**src/hdl/lis_pkg.sv**
```systemverilog
// Shared types and constants for the longest increasing subsequence block.
// No dependencies.
`default_nettype none

package lis_pkg;

  localparam int unsigned VALUE_W     = 32;
  localparam int unsigned LEN_W       = 11;
  localparam int unsigned MAX_LEN_DEF = 1024;

  typedef struct packed {
    logic signed [VALUE_W-1:0] value;
    logic                      last;
  } in_t;

  typedef struct packed {
    logic [LEN_W-1:0] length;
    logic             overflow;
    logic             done_res;
  } out_t;

endpackage

`default_nettype wire

```
**src/hdl/lis_ctrl.sv**
```systemverilog
// Sequencer for the tail table: last-tail check, binary search with one shared
// comparator, table update and the result register. Depends on lis_pkg.
`default_nettype none

module lis_ctrl #(
  parameter int unsigned MAX_LEN = 1024,
  parameter int unsigned AW      = 10,
  parameter int unsigned CW      = 11
) (
  input  wire logic                                clk,
  input  wire logic                                rst_n,
  input  wire logic                                in_valid,
  output logic                                     in_ready,
  input  wire lis_pkg::in_t                        in_data,
  output logic                                     out_valid,
  input  wire logic                                out_ready,
  output lis_pkg::out_t                            out_data,
  output logic [AW-1:0]                            mem_addr,
  output logic                                     mem_we,
  output logic                                     mem_re,
  output logic signed [lis_pkg::VALUE_W-1:0]       mem_wdata,
  input  wire logic signed [lis_pkg::VALUE_W-1:0]  mem_rdata
);
  import lis_pkg::*;

  typedef enum logic [5:0] {
    S_IDLE  = 6'b000001,
    S_LAST  = 6'b000010,
    S_PROBE = 6'b000100,
    S_CMP   = 6'b001000,
    S_WRITE = 6'b010000,
    S_DONE  = 6'b100000
  } state_t;

  state_t                    state_r, state_nxt;
  logic signed [VALUE_W-1:0] key_r, key_nxt;
  logic                      last_r, last_nxt;
  logic [CW-1:0]             count_r, count_nxt;
  logic                      ovf_r, ovf_nxt;
  logic [AW-1:0]             lo_r, lo_nxt;
  logic [AW-1:0]             hi_r, hi_nxt;
  logic [AW-1:0]             mid_r, mid_nxt;
  logic [AW-1:0]             wr_addr_r, wr_addr_nxt;
  logic                      append_r, append_nxt;
  logic                      out_valid_r, out_valid_nxt;
  out_t                      out_data_r, out_data_nxt;

  logic          tail_less;   // shared comparator: stored tail < key
  logic [AW-1:0] probe_lo, probe_hi;
  logic          out_load;

  assign tail_less = mem_rdata < key_r;
  assign probe_lo  = tail_less ? mid_r + AW'(1) : lo_r;
  assign probe_hi  = tail_less ? hi_r : mid_r;
  assign out_load  = (state_r == S_DONE) && (!out_valid_r || out_ready);

  assign in_ready  = (state_r == S_IDLE);
  assign out_valid = out_valid_r;
  assign out_data  = out_data_r;

  always_comb begin
    state_nxt     = state_r;
    key_nxt       = key_r;
    last_nxt      = last_r;
    count_nxt     = count_r;
    ovf_nxt       = ovf_r;
    lo_nxt        = lo_r;
    hi_nxt        = hi_r;
    mid_nxt       = mid_r;
    wr_addr_nxt   = wr_addr_r;
    append_nxt    = append_r;
    out_valid_nxt = out_valid_r && !out_ready;
    out_data_nxt  = out_data_r;
    mem_addr      = wr_addr_r;
    mem_we        = 1'b0;
    mem_re        = 1'b0;
    mem_wdata     = key_r;

    case (state_r)
      S_IDLE: begin
        mem_addr = AW'(count_r - CW'(1));
        if (in_valid) begin
          key_nxt  = in_data.value;
          last_nxt = in_data.last;
          if (count_r == '0) begin
            append_nxt  = 1'b1;
            wr_addr_nxt = '0;
            state_nxt   = S_WRITE;
          end else begin
            mem_re     = 1'b1;
            append_nxt = 1'b0;
            state_nxt  = S_LAST;
          end
        end
      end
      S_LAST: begin
        if (tail_less) begin
          if (count_r != CW'(MAX_LEN)) begin
            append_nxt  = 1'b1;
            wr_addr_nxt = AW'(count_r);
            state_nxt   = S_WRITE;
          end else begin
            ovf_nxt   = 1'b1;
            state_nxt = S_DONE;
          end
        end else begin
          // last tail is already >= key, so the answer lies in [0, count-1]
          lo_nxt = '0;
          hi_nxt = AW'(count_r - CW'(1));
          if (count_r == CW'(1)) begin
            wr_addr_nxt = '0;
            state_nxt   = S_WRITE;
          end else begin
            state_nxt = S_PROBE;
          end
        end
      end
      S_PROBE: begin
        mid_nxt   = lo_r + ((hi_r - lo_r) >> 1);
        mem_addr  = mid_nxt;
        mem_re    = 1'b1;
        state_nxt = S_CMP;
      end
      S_CMP: begin
        lo_nxt = probe_lo;
        hi_nxt = probe_hi;
        if (probe_lo == probe_hi) begin
          wr_addr_nxt = probe_lo;
          state_nxt   = S_WRITE;
        end else begin
          state_nxt = S_PROBE;
        end
      end
      S_WRITE: begin
        mem_we = 1'b1;
        if (append_r) begin
          count_nxt = count_r + CW'(1);
        end
        state_nxt = S_DONE;
      end
      S_DONE: begin
        if (out_load) begin
          out_valid_nxt         = 1'b1;
          out_data_nxt.length   = LEN_W'(count_r);
          out_data_nxt.overflow = ovf_r;
          out_data_nxt.done_res = last_r;
          if (last_r) begin
            count_nxt = '0;
            ovf_nxt   = 1'b0;
          end
          state_nxt = S_IDLE;
        end
      end
      default: begin
        state_nxt = S_IDLE;
      end
    endcase
  end

  always_ff @(posedge clk) begin
    if (!rst_n) begin
      state_r     <= S_IDLE;
      count_r     <= '0;
      ovf_r       <= 1'b0;
      out_valid_r <= 1'b0;
    end else begin
      state_r     <= state_nxt;
      count_r     <= count_nxt;
      ovf_r       <= ovf_nxt;
      out_valid_r <= out_valid_nxt;
    end
  end

  always_ff @(posedge clk) begin
    key_r      <= key_nxt;
    last_r     <= last_nxt;
    lo_r       <= lo_nxt;
    hi_r       <= hi_nxt;
    mid_r      <= mid_nxt;
    wr_addr_r  <= wr_addr_nxt;
    append_r   <= append_nxt;
    out_data_r <= out_data_nxt;
  end

  a_count_bound: assert property (@(posedge clk) disable iff (!rst_n)
    count_r <= CW'(MAX_LEN))
    else $error("tail count above table depth");

  a_ovf_full: assert property (@(posedge clk) disable iff (!rst_n)
    ovf_r |-> count_r == CW'(MAX_LEN))
    else $error("overflow flag set with table not full");

  a_write_in_range: assert property (@(posedge clk) disable iff (!rst_n)
    mem_we |-> ({1'b0, mem_addr} <= (AW+1)'(count_r)) && (state_r == S_WRITE))
    else $error("tail write outside filled range");

  a_search_order: assert property (@(posedge clk) disable iff (!rst_n)
    (state_r == S_PROBE || state_r == S_CMP) |-> lo_r < hi_r)
    else $error("binary search window collapsed");

  a_close_clears: assert property (@(posedge clk) disable iff (!rst_n)
    (out_load && last_r) |=> (count_r == '0) && !ovf_r)
    else $error("state not cleared after closing beat");

endmodule

`default_nettype wire

```
**config.mk**
```make
export PLATFORM = sky130hd
export DESIGN_NAME = lis_ctrl
export DESIGN_NICKNAME = d
export VERILOG_FILES = /design/src/hdl/lis_pkg.sv /design/src/hdl/lis_ctrl.sv
export SDC_FILE = /design/constraint.sdc
export NUM_CORES = 1
export LEC_CHECK = 0
export BUFFER_PORTS_ARGS = -buffer_cell sky130_fd_sc_hd__clkbuf_2
export CORE_MARGIN = 5
export CORE_UTILIZATION = 60
export CTS_CLUSTER_DIAMETER = 150
export DETAILED_ROUTE_END_ITERATION = 8
export PLACE_DENSITY = 0.86
export SLEW_MARGIN = 30
export SYNTH_ARGS = -nofsm -noshare
export SYNTH_HDL_FRONTEND = slang
export SYNTH_SLANG_ARGS = --single-unit
```
**constraint.sdc**
```tcl
create_clock -name clk -period 8.3 [get_ports clk]
set_clock_uncertainty 0.1 [all_clocks]
set_input_delay 1.245 -clock clk [delete_from_list [all_inputs] [get_ports clk]]
set_output_delay 1.245 -clock clk [all_outputs]
set_load 0.02 [all_outputs]
```
# Word level (Yosys, flattened, before mapping)

Cells that the tools add are included.

Logic and storage cells: 102
Bits of input ports: 69
Output and inout port bits: 59
Bits in registers: 106

Eq/ne operators: 21
Magnitude comparators: 1
Add/sub/neg operators: 5
Reduce and logical (&&, ||, !) cells: 19
Muxes and demuxes: 42

Operator list:

| kind                  | number |
|---|---|
| $mux 10               | 10 |
| $pmux 10 s2           | 3 |
| $pmux 6 s6            | 1 |
| $mux 11               | 3 |
| $lt 32x32->1          | 1 |
| $pmux 10 s3           | 1 |
| $mux 6                | 4 |
| $pmux 11 s2           | 1 |
| $ne 2x2->1 const B    | 9 |
| $mux 5                | 3 |
| $mux 1                | 13 |
| $add 11x1->11 const B | 1 |
| $eq 11x1->1 const B   | 1 |
| $logic_not 11->1      | 1 |
| $ne 11x11->1 const B  | 1 |
| $add 10x1->10 const B | 1 |
| $add 10x9->10         | 1 |
| $eq 10x10->1          | 1 |
| $sub 10x1->10 const B | 1 |
| $sub 10x10->10        | 1 |
| $reduce_and 2->1      | 4 |
| $reduce_and 4->1      | 2 |
| $reduce_bool 2->1     | 4 |
| $eq 6x1->1 const B    | 1 |
| 14 further kinds      | 19 |

# Logic depth before layout (Yosys ltp)

Gate-level depths: netlist (run 1).

Depth in word-level cells: 5
Gate-level depth with buffers: 16
Gate-level depth less buffers: 16

# Worst setup path after synthesis (run 1)

No wires, ideal clock.

Path kind: input port to flip-flop
Start point: input port mem_rdata[31] (netlist bit)
End point: register hi_r[0] (enable)
Arrival time: 4.136 ns
Path buffers: 1
Required time: 7.775 ns
Setup slack: 3.639 ns
Setup time: 0.425 ns
Stages on the path: 7
Cell sequence: ha_1 -> nand4_1 -> or4_1 -> a21oi_1 -> o22ai_2 -> buf_2 -> o21ai_0

Longest elaborated chain between the ends: 3

Ends and longest elaborated chain:

| element                    | line            | text |
|---|---|---|
| from (decl)                | lis_ctrl.sv:22  | `input wire logic signed [lis_pkg::VALUE_W-1:0] mem_rdata` |
| $lt 32x32->1               | lis_ctrl.sv:52  | `assign tail_less = mem_rdata < key_r;` |
| $ne 2x2->1 (no line)       | --              |  |
| $reduce_and 2->1 (no line) | --              |  |
| to (signal assigned)       | lis_ctrl.sv:178 | `hi_r <= hi_nxt;` |
| to (decl)                  | lis_ctrl.sv:41  | `logic [AW-1:0] hi_r, hi_nxt;` |

No other way between the ends.
A chain may end at the register's enable or synchronous reset.

# Worst setup path in the final report (run 1)

Start point: register lo_r[1]
End point: output port mem_addr[9]

Longest elaborated chain between the ends: 3

Ends and longest elaborated chain:

| element                | line            | text |
|---|---|---|
| from (decl)            | lis_ctrl.sv:40  | `logic [AW-1:0] lo_r, lo_nxt;` |
| from (signal assigned) | lis_ctrl.sv:177 | `lo_r <= lo_nxt;` |
| $sub 10x10->10         | lis_ctrl.sv:119 | `mid_nxt = lo_r + ((hi_r - lo_r) >> 1);` |
| $add 10x9->10 (*)      | lis_ctrl.sv:119 |  |
| $pmux 10 s2 (*)        | lis_ctrl.sv:79  | `case (state_r)` |
| to (decl)              | lis_ctrl.sv:18  | `output logic [AW-1:0] mem_addr,` |

Every way passes the cells marked *; elsewhere a longest branch is shown, timed or not.

==> results of run 1 <==
## per-stage QoR
step,util [%],total power (W),setup slack (ns),std cells,hold WS [ns]
floorplan,-,0.001092,3.639,609,0.3064
global placement,68.58,0.001259,3.540,855,0.3205
detailed placement,68.61,0.001284,3.369,855,0.3253
CTS,70.62,0.001623,2.922,871,0.3592
global route,70.62,0.001701,2.646,871,0.3743
finish,70.62,0.001625,2.925,871,0.3664
## registers in the layout, indices dropped and copies added, names as in the netlist
| signal | flops |
|---|---|
| mid_r | 10 |
| last_r | 1 |
| append_r | 1 |
| count_r | 11 |
| mem_wdata | 32 |
| lo_r | 10 |
| out_data | 13 |
| out_valid | 1 |
| hi_r | 10 |
| state_r | 6 |
| wr_addr_r | 10 |
| ovf_r | 1 |
## cells by family (layout without fill, tap and decap cells)
logic type               Yosys count  count (layout)  synth area share [%]
AND/OR/NAND/NOR                  180             180                 14.40
AO/OA/AOI/OAI                    113             113                 12.11
flip-flops                       106             106                 46.74
buffers and inverters             84             210                 5.686
XOR/XNOR                          58              58                 7.933
adder cells (fa/ha/maj)           54              54                 10.79
multiplexers                      14              14                 2.345
## power by group through the flow
stage	sequential [W]	clock (W)	combinational, W
after floorplan	0.000741	0	0.000351
after global placement	0.000698	0	0.000561
after detailed placement	0.000702	0	0.000583
after CTS	0.000690	0.000345	0.000588
after global routing	0.000698	0.000371	0.000632
final	0.000691	0.000343	0.000591
## path summary, 6_finish.rpt
check / to
setup reg to reg: wr_addr_r[3]
hold / removal: out_data[1]
setup / recovery: mem_addr[9]
hold reg to reg: out_data[1]
## per-layer routing
metal  routed length (µm)  part of all wire [%]  global-route usage, %  vias to the layer above
met5                    0                     0                      0                        -
met4                  523                   3.3                  10.26                        0
met3                 1249                   7.9                  4.706                       53
met2                 7977                    50                  44.27                      261
met1                 6049                    38                  29.75                     2411
li1                     -                     -                      -                     2410
## layout make-up
cell class	count	share of cell area, %
timing repair buffer	131	9.089
multi-input combinational	419	41.64
tap	136	2.324
clock inverter	7	1.162
inverter	63	3.229
sequential	106	40.87
clock buffer	9	1.691
## layout by cell type (no fill, tap or decap), types with 5 or more instances in the layout
cell | synthesis | layout
sky130_fd_sc_hd__nor3_1 | 10 | 10
sky130_fd_sc_hd__and3_1 | 5 | 5
sky130_fd_sc_hd__nand2_1 | 23 | 23
sky130_fd_sc_hd__ha_1 | 52 | 52
sky130_fd_sc_hd__mux2i_1 | 6 | 6
sky130_fd_sc_hd__inv_1 | 63 | 63
sky130_fd_sc_hd__xor2_1 | 23 | 23
sky130_fd_sc_hd__nand4_1 | 10 | 10
sky130_fd_sc_hd__a211oi_2 | 5 | 5
sky130_fd_sc_hd__a21oi_1 | 38 | 38
sky130_fd_sc_hd__dfxtp_1 | 19 | 19
sky130_fd_sc_hd__nor2_1 | 74 | 74
sky130_fd_sc_hd__o21ai_0 | 19 | 18
sky130_fd_sc_hd__xnor2_1 | 35 | 35
sky130_fd_sc_hd__a21o_1 | 15 | 15
sky130_fd_sc_hd__clkbuf_2 | 2 | 127
sky130_fd_sc_hd__edfxtp_1 | 87 | 87
sky130_fd_sc_hd__clkbuf_8 | 3 | 9
sky130_fd_sc_hd__nor4_1 | 5 | 5
sky130_fd_sc_hd__a221o_1 | 8 | 8
sky130_fd_sc_hd__nand3_1 | 17 | 17
==> metrics.txt, run 1 <==
# TYPE chip_impl_metric gauge
chip_impl_metric{name="timing.slew.headroom",unit="%"} 37.11
chip_impl_info{name="post-synth-top-count-cell",value="sky130_fd_sc_hd__edfxtp_1"} 1
chip_impl_metric{name="effective_utilization_at_floorplan",unit="%"} 61.75
chip_impl_metric{name="grt_start_max_net_pins",unit=""} 36
chip_impl_info{name="worst_hold_path_type",value="register to register"} 1
chip_impl_metric{name="power_per_cell_area",unit="nW/µm²"} 221.8
chip_impl_metric{name="route.detailed.wl_per_inst",unit="µm"} 18.14
chip_impl_metric{name="ff_to_ff_path_depth",unit=""} 9
chip_impl_metric{name="power_frac_seq",unit="%"} 42.5
chip_impl_metric{name="maxCapViolCount",unit=""} 0
chip_impl_metric{name="worst-endpoint-arrival",unit="ns"} 4.03
chip_impl_metric{name="detail_route.wirelength",unit="µm"} 15800
chip_impl_metric{name="cts.hold.buffers_added",unit=""} 0
chip_impl_metric{name="fmaxAchievable",unit="GHz"} 0.1861
chip_impl_metric{name="timing.final.hold_violations",unit=""} 0
chip_impl_metric{name="cp_data_required_time",unit="ns"} 6.95
chip_impl_metric{name="final_layout_size_suffix_gt1_share",unit="%"} 24.08
chip_impl_metric{name="p_sw",unit="W"} 0.0006188
chip_impl_info{name="holdCritStartpoint",value="ovf_r"} 1
chip_impl_metric{name="ys_seq_elements",unit=""} 106
chip_impl_info{name="synth_common_cells",value="87 x sky130_fd_sc_hd__edfxtp_1, 74 x sky130_fd_sc_hd__nor2_1, 63 x sky130_fd_sc_hd__inv_1"} 1
chip_impl_info{name="crit_path_start_kind",value="register"} 1
chip_impl_metric{name="post_cts_resize_count",unit=""} 0
chip_impl_info{name="crit_family",value="compound AO/OA/AOI/OAI gates"} 1
chip_impl_info{name="crit_start",value="lo_r[1]"} 1
chip_impl_metric{name="drtPass1Iterations",unit=""} 6
chip_impl_metric{name="hold-path-cell-count",unit=""} 0
chip_impl_metric{name="fp.dieW",unit="µm"} 113.3
chip_impl_metric{name="die-area",unit="µm²"} 12840
chip_impl_metric{name="async_flop_share",unit="%"} 0
chip_impl_metric{name="critical_path_cell_count",unit=""} 15
chip_impl_metric{name="synth.net_count",unit=""} 732
chip_impl_metric{name="period_share",unit="%"} 64.76
chip_impl_info{name="setup.worst_path.class",value="register to output pin"} 1
chip_impl_metric{name="synth-seq-area-share",unit="%"} 46.74
chip_impl_metric{name="postSynthCellCount",unit=""} 609
chip_impl_metric{name="timing.setup.tns",unit="ns"} 0
chip_impl_metric{name="share_comb_of_total_power",unit="%"} 36.4
chip_impl_metric{name="p_sw_share",unit="%"} 38.09
chip_impl_metric{name="cp_num_buf_inv",unit=""} 2
chip_impl_info{name="rr_startpoint",value="mid_r[0]"} 1
chip_impl_metric{name="place_congestion",unit=""} 0.8900
chip_impl_metric{name="route.antenna.remaining_nets",unit=""} 0
chip_impl_info{name="cts_root_buffer",value="sky130_fd_sc_hd__clkbuf_8"} 1
chip_impl_metric{name="power.leakage",unit="nW"} 3.319
chip_impl_info{name="synthFlopType",value="sky130_fd_sc_hd__edfxtp_1"} 1
chip_impl_info{name="setup_repair_after_global_routing_missed_its_margin",value="no"} 1
chip_impl_metric{name="numCtsBuffers",unit=""} 9
chip_impl_metric{name="globalRouteOverflowTotal",unit=""} 0
chip_impl_metric{name="layout.area.seq",unit="µm²"} 2993
chip_impl_info{name="synthDominantAreaCellType",value="sky130_fd_sc_hd__edfxtp_1"} 1
chip_impl_info{name="timing.critical_path.cells",value="inv_1, ha_1, a21o_1, a21oi_1, o21bai_1, a21oi_1, o21ai_1, o41ai_1, xnor2_1, ha_1, a21o_1, a31oi_1, xnor2_1, a221o_1, clkbuf_2"} 1
chip_impl_metric{name="syn_area_per_cell",unit="µm²"} 10.52
chip_impl_info{name="cts_tree",value="built"} 1
chip_impl_metric{name="yosysWarningCount",unit=""} 0
chip_impl_metric{name="hpwl_detailed",unit="µm"} 11960
chip_impl_metric{name="min_period",unit="ns"} 5.375
chip_impl_metric{name="postPlaceCellArea",unit="µm²"} 7114
chip_impl_metric{name="slew_viol_final",unit=""} 0
chip_impl_metric{name="syn-cell-area",unit="µm²"} 6404
chip_impl_metric{name="synth_top_area_share",unit="%"} 40.80
chip_impl_metric{name="number_of_fill_cells_in_the_layout",unit=""} 709
chip_impl_metric{name="die_h",unit="µm"} 113.3
chip_impl_info{name="status",value="complete, no violations"} 1
chip_impl_metric{name="global_route_wire_length_before_repair",unit="µm"} 25630
chip_impl_metric{name="max-clock-path-buffers",unit=""} 2
chip_impl_info{name="post_synth_main_area_contributors",value="sky130_fd_sc_hd__edfxtp_1 41%, sky130_fd_sc_hd__ha_1 10%, sky130_fd_sc_hd__dfxtp_1 5.9%"} 1
chip_impl_metric{name="stdcell_area",unit="µm²"} 7323
chip_impl_metric{name="yosys.cell_types.count",unit=""} 71
chip_impl_metric{name="clock_latency",unit="ns"} 0.39
chip_impl_metric{name="detailedRoute.firstIterationViolations",unit=""} 574
chip_impl_metric{name="path_max_fanout",unit=""} 5
chip_impl_metric{name="slew_at_the_pin_closest_to_its_max_slew_limit",unit="ns"} 0.9433
chip_impl_metric{name="cts_setup_buffers",unit=""} 0
chip_impl_metric{name="grt_antenna_before_repair",unit=""} 0
chip_impl_metric{name="drc_errors",unit=""} 0
chip_impl_metric{name="first_global_vias",unit=""} 5326
chip_impl_metric{name="clock_sink_count",unit=""} 106
chip_impl_metric{name="area_of_the_multi_input_gates",unit="µm²"} 3049
chip_impl_metric{name="detailroute.via_count",unit=""} 5135
chip_impl_metric{name="vdd_ir_drop_max",unit="mV"} 0.1449
chip_impl_metric{name="detail_route.vias_per_cell",unit=""} 5.896
chip_impl_metric{name="synthToLayoutAreaGrowth",unit="%"} 14.36
chip_impl_info{name="crit_slowest_cell",value="sky130_fd_sc_hd__edfxtp_1"} 1
chip_impl_metric{name="synth_edf_count",unit=""} 87
chip_impl_metric{name="p_clk_share",unit="%"} 21.1
chip_impl_metric{name="max_stage_delay",unit="ns"} 0.48
chip_impl_metric{name="layout.nets",unit=""} 853
chip_impl_info{name="crit_path_end_kind",value="output pin"} 1
chip_impl_metric{name="io-pin-count",unit=""} 128
chip_impl_metric{name="antenna_cells_inserted",unit=""} 0
chip_impl_metric{name="power_report.internal_total",unit="W"} 0.001006
chip_impl_metric{name="r2r_setup_slack",unit="ns"} 4.46
chip_impl_metric{name="setup-violations-final",unit=""} 0
chip_impl_metric{name="grt_util_all_layers",unit="%"} 24.98
chip_impl_metric{name="portBuffers",unit=""} 127
chip_impl_metric{name="core_region_area",unit="µm²"} 10370
chip_impl_metric{name="row_count",unit=""} 37
chip_impl_metric{name="cts_htree_levels",unit=""} 3
chip_impl_metric{name="cts.reportedPaths.clkPinSlew",unit="ns"} 0.11
Note: power is estimated with default switching activity, not from simulation.
==> run 2, diff against run 1 <==
- CORE_UTILIZATION: 60 -> 51
- PLACE_DENSITY: 0.86 -> 0.78
- clock period: 8.3 -> 4.75 ns (I/O delays scaled with it)
==> metrics.txt, run 2 (synthesized netlist as in run 1, its figures left out) <==
# TYPE chip_impl_metric gauge
chip_impl_info{name="status",value="complete, no violations"} 1
chip_impl_metric{name="place_congestion",unit=""} 0.9228
chip_impl_metric{name="power",unit="W"} 0.002982
chip_impl_metric{name="detailedPlace.worstSlack",unit="ns"} 0.4321
chip_impl_info{name="crit_end",value="mem_addr[9]"} 1
chip_impl_metric{name="antenna_cells_inserted",unit=""} 0
chip_impl_info{name="top_usage_layer",value="met2"} 1
chip_impl_metric{name="io-pin-count",unit=""} 128
chip_impl_info{name="timing.critical_path.cells",value="nand2b_1, fa_1, xor2_2, ha_1, a21o_1, a21oi_1, nand2b_1, a21boi_1, o41a_1, a31oi_1, xnor2_1, a221o_1, clkbuf_2"} 1
chip_impl_info{name="setup_repair_after_global_routing_missed_its_margin",value="no"} 1
chip_impl_metric{name="largest_reg_flops",unit=""} 32
chip_impl_metric{name="globalRouteMet3Util",unit="%"} 4.503
chip_impl_info{name="crit_path_start_kind",value="register"} 1
chip_impl_info{name="crit_start",value="hi_r[0]"} 1
chip_impl_metric{name="portBuffers",unit=""} 127
chip_impl_info{name="path_common_cell",value="sky130_fd_sc_hd__nand2b_1"} 1
chip_impl_metric{name="hpwl_detailed",unit="µm"} 12700
chip_impl_metric{name="slew_at_the_pin_closest_to_its_max_slew_limit",unit="ns"} 0.7772
chip_impl_metric{name="numCtsBuffers",unit=""} 9
chip_impl_metric{name="synthToLayoutAreaGrowth",unit="%"} 17.19
chip_impl_metric{name="drc_errors",unit=""} 0
chip_impl_metric{name="detail_route.vias_per_cell",unit=""} 5.601
chip_impl_info{name="crit_path_end_kind",value="output pin"} 1
chip_impl_info{name="crit_slowest_cell",value="sky130_fd_sc_hd__fa_1"} 1
chip_impl_metric{name="route.antenna.remaining_nets",unit=""} 0
chip_impl_metric{name="ff_to_ff_path_depth",unit=""} 10
chip_impl_metric{name="clock_sink_count",unit=""} 106
chip_impl_metric{name="row_count",unit=""} 41
chip_impl_metric{name="detail_route.wirelength",unit="µm"} 16520
chip_impl_info{name="most-common-layout-cells",value="127 x sky130_fd_sc_hd__clkbuf_2, 87 x sky130_fd_sc_hd__edfxtp_1, 74 x sky130_fd_sc_hd__nor2_1"} 1
chip_impl_metric{name="layout.nets",unit=""} 860
chip_impl_metric{name="globalRouteOverflowTotal",unit=""} 0
chip_impl_metric{name="max_stage_delay",unit="ns"} 0.45
chip_impl_info{name="worst_hold_path_type",value="register to register"} 1
chip_impl_metric{name="grt_util_met2",unit="%"} 40.12
chip_impl_metric{name="min_period",unit="ns"} 4.566
chip_impl_metric{name="cts_htree_levels",unit=""} 3
chip_impl_metric{name="grt_start_max_net_pins",unit=""} 37
chip_impl_metric{name="timing.slew.headroom",unit="%"} 48.19
chip_impl_metric{name="timing.setup.tns",unit="ns"} 0
chip_impl_metric{name="fp.dieW",unit="µm"} 122.1
chip_impl_metric{name="effective_utilization_at_floorplan",unit="%"} 51.37
chip_impl_info{name="setup.worst_path.class",value="register to output pin"} 1
chip_impl_metric{name="clock_latency",unit="ns"} 0.37
chip_impl_metric{name="slew_viol_final",unit=""} 0
chip_impl_metric{name="r2r_setup_slack",unit="ns"} 1.08
chip_impl_metric{name="global_route_wire_length_before_repair",unit="µm"} 26390
chip_impl_metric{name="setup-violations-final",unit=""} 0
chip_impl_metric{name="worst-endpoint-arrival",unit="ns"} 3.75
chip_impl_metric{name="detailroute.via_count",unit=""} 5119
chip_impl_info{name="rr_startpoint",value="mem_wdata[21]"} 1
chip_impl_metric{name="cts.reportedPaths.clkPinSlew",unit="ns"} 0.07
chip_impl_metric{name="detailedRoute.firstIterationViolations",unit=""} 375
chip_impl_metric{name="period_share",unit="%"} 96.12
chip_impl_metric{name="postPlaceCellArea",unit="µm²"} 7197
chip_impl_metric{name="grt_util_all_layers",unit="%"} 22.95
chip_impl_metric{name="vdd_ir_drop_max",unit="mV"} 0.3794
chip_impl_metric{name="drtPass1Iterations",unit=""} 5
chip_impl_metric{name="route.detailed.wl_per_inst",unit="µm"} 18.07
chip_impl_metric{name="core_region_area",unit="µm²"} 12470
chip_impl_metric{name="fmaxAchievable",unit="GHz"} 0.2190
chip_impl_metric{name="grt_antenna_before_repair",unit=""} 0
chip_impl_metric{name="timing.final.hold_violations",unit=""} 0
chip_impl_metric{name="die_h",unit="µm"} 122.1
chip_impl_info{name="cts_tree",value="built"} 1
chip_impl_metric{name="path_max_fanout",unit=""} 4
chip_impl_metric{name="power_per_cell_area",unit="nW/µm²"} 397.3
chip_impl_metric{name="first_global_vias",unit=""} 5097
chip_impl_metric{name="layout_setup_ws",unit="ns"} 0.1842
chip_impl_metric{name="die-area",unit="µm²"} 14900
chip_impl_info{name="r2r-end",value="wr_addr_r[3]"} 1
chip_impl_info{name="cts_root_buffer",value="sky130_fd_sc_hd__clkbuf_16"} 1
chip_impl_metric{name="power.leakage",unit="nW"} 3.376
chip_impl_metric{name="cp_data_required_time",unit="ns"} 3.94
chip_impl_metric{name="final_layout_size_suffix_gt1_share",unit="%"} 24.93
chip_impl_metric{name="grt_use_met1",unit="%"} 27.90
chip_impl_metric{name="max-clock-path-buffers",unit=""} 2
chip_impl_info{name="final_common_cell",value="sky130_fd_sc_hd__clkbuf_2"} 1
chip_impl_metric{name="maxCapViolCount",unit=""} 0
chip_impl_metric{name="stdcell_area",unit="µm²"} 7505
-- run 2: metrics by stage --
step | hold WS (ns) | utilization (%) | instances
4_1_cts | 0.3552 | 59.90 | 912
3_5_place_dp | 0.3283 | 57.73 | 896
5_1_grt | 0.3761 | 60.20 | 914
3_3_place_gp | 0.3178 | 57.71 | 896
6_report | 0.3618 | 60.20 | 914
2_1_floorplan | 0.3064 | - | 609
-- run 2: repair_timing --
| item | CTS | global route |
|---|---|---|
| hold buffers | 0 | 0 |
| gates resized for setup | 0 | 6 |
| setup buffers | 0 | 2 |
| setup endpoints to repair | 0 | 2 |
-- run 2: power breakdown --
group	total (W)	switching [W]	internal (W)	leakage (nW)
registers	0.00121	0.0000663	0.00114	0.976
clock network	0.000705	0.000349	0.000357	0.129
logic	0.00107	0.000687	0.000378	2.27
-- run 2: critical path, delay by kind of cell (launching register included) --
kind / cells / cell delay [ns]
AO/OA/AOI/OAI: 6 / 1.41
adder cells (fa/ha/maj): 2 / 0.73
flip-flops: 1 / 0.44
AND/OR/NAND/NOR: 2 / 0.35
XOR/XNOR: 2 / 0.30
buffers and inverters: 1 / 0.16
-- run 2: how the worst min path moves through the flow --
stage                               to  cells after the start  slack (ns)  startpoint
after floorplan           out_data[10]                      0        0.31  count_r[8]
after global placement     out_data[1]                      0        0.32       ovf_r
after detailed placement   out_data[1]                      0        0.33       ovf_r
after CTS                  out_data[1]                      0        0.36       ovf_r
after global routing       out_data[1]                      0        0.38       ovf_r
final                      out_data[1]                      0        0.36       ovf_r
-- run 2: layout make-up --
type | instances | area [µm²]
inverter | 63 | 236.5
sequential | 106 | 2993
fill | 1076 | 4961
clock buffer | 10 | 229.0
tap | 172 | 215.2
timing repair buffer | 138 | 718.2
multi-input combinational | 419 | 3072
clock inverter | 6 | 41.29
-- run 2: layer usage --
metal / up-vias / part of all wire, %
met1: 2424 / 40
met5: - / 0
met2: 229 / 49
met4: 0 / 3.1
met3: 36 / 7.6
li1: 2430 / -
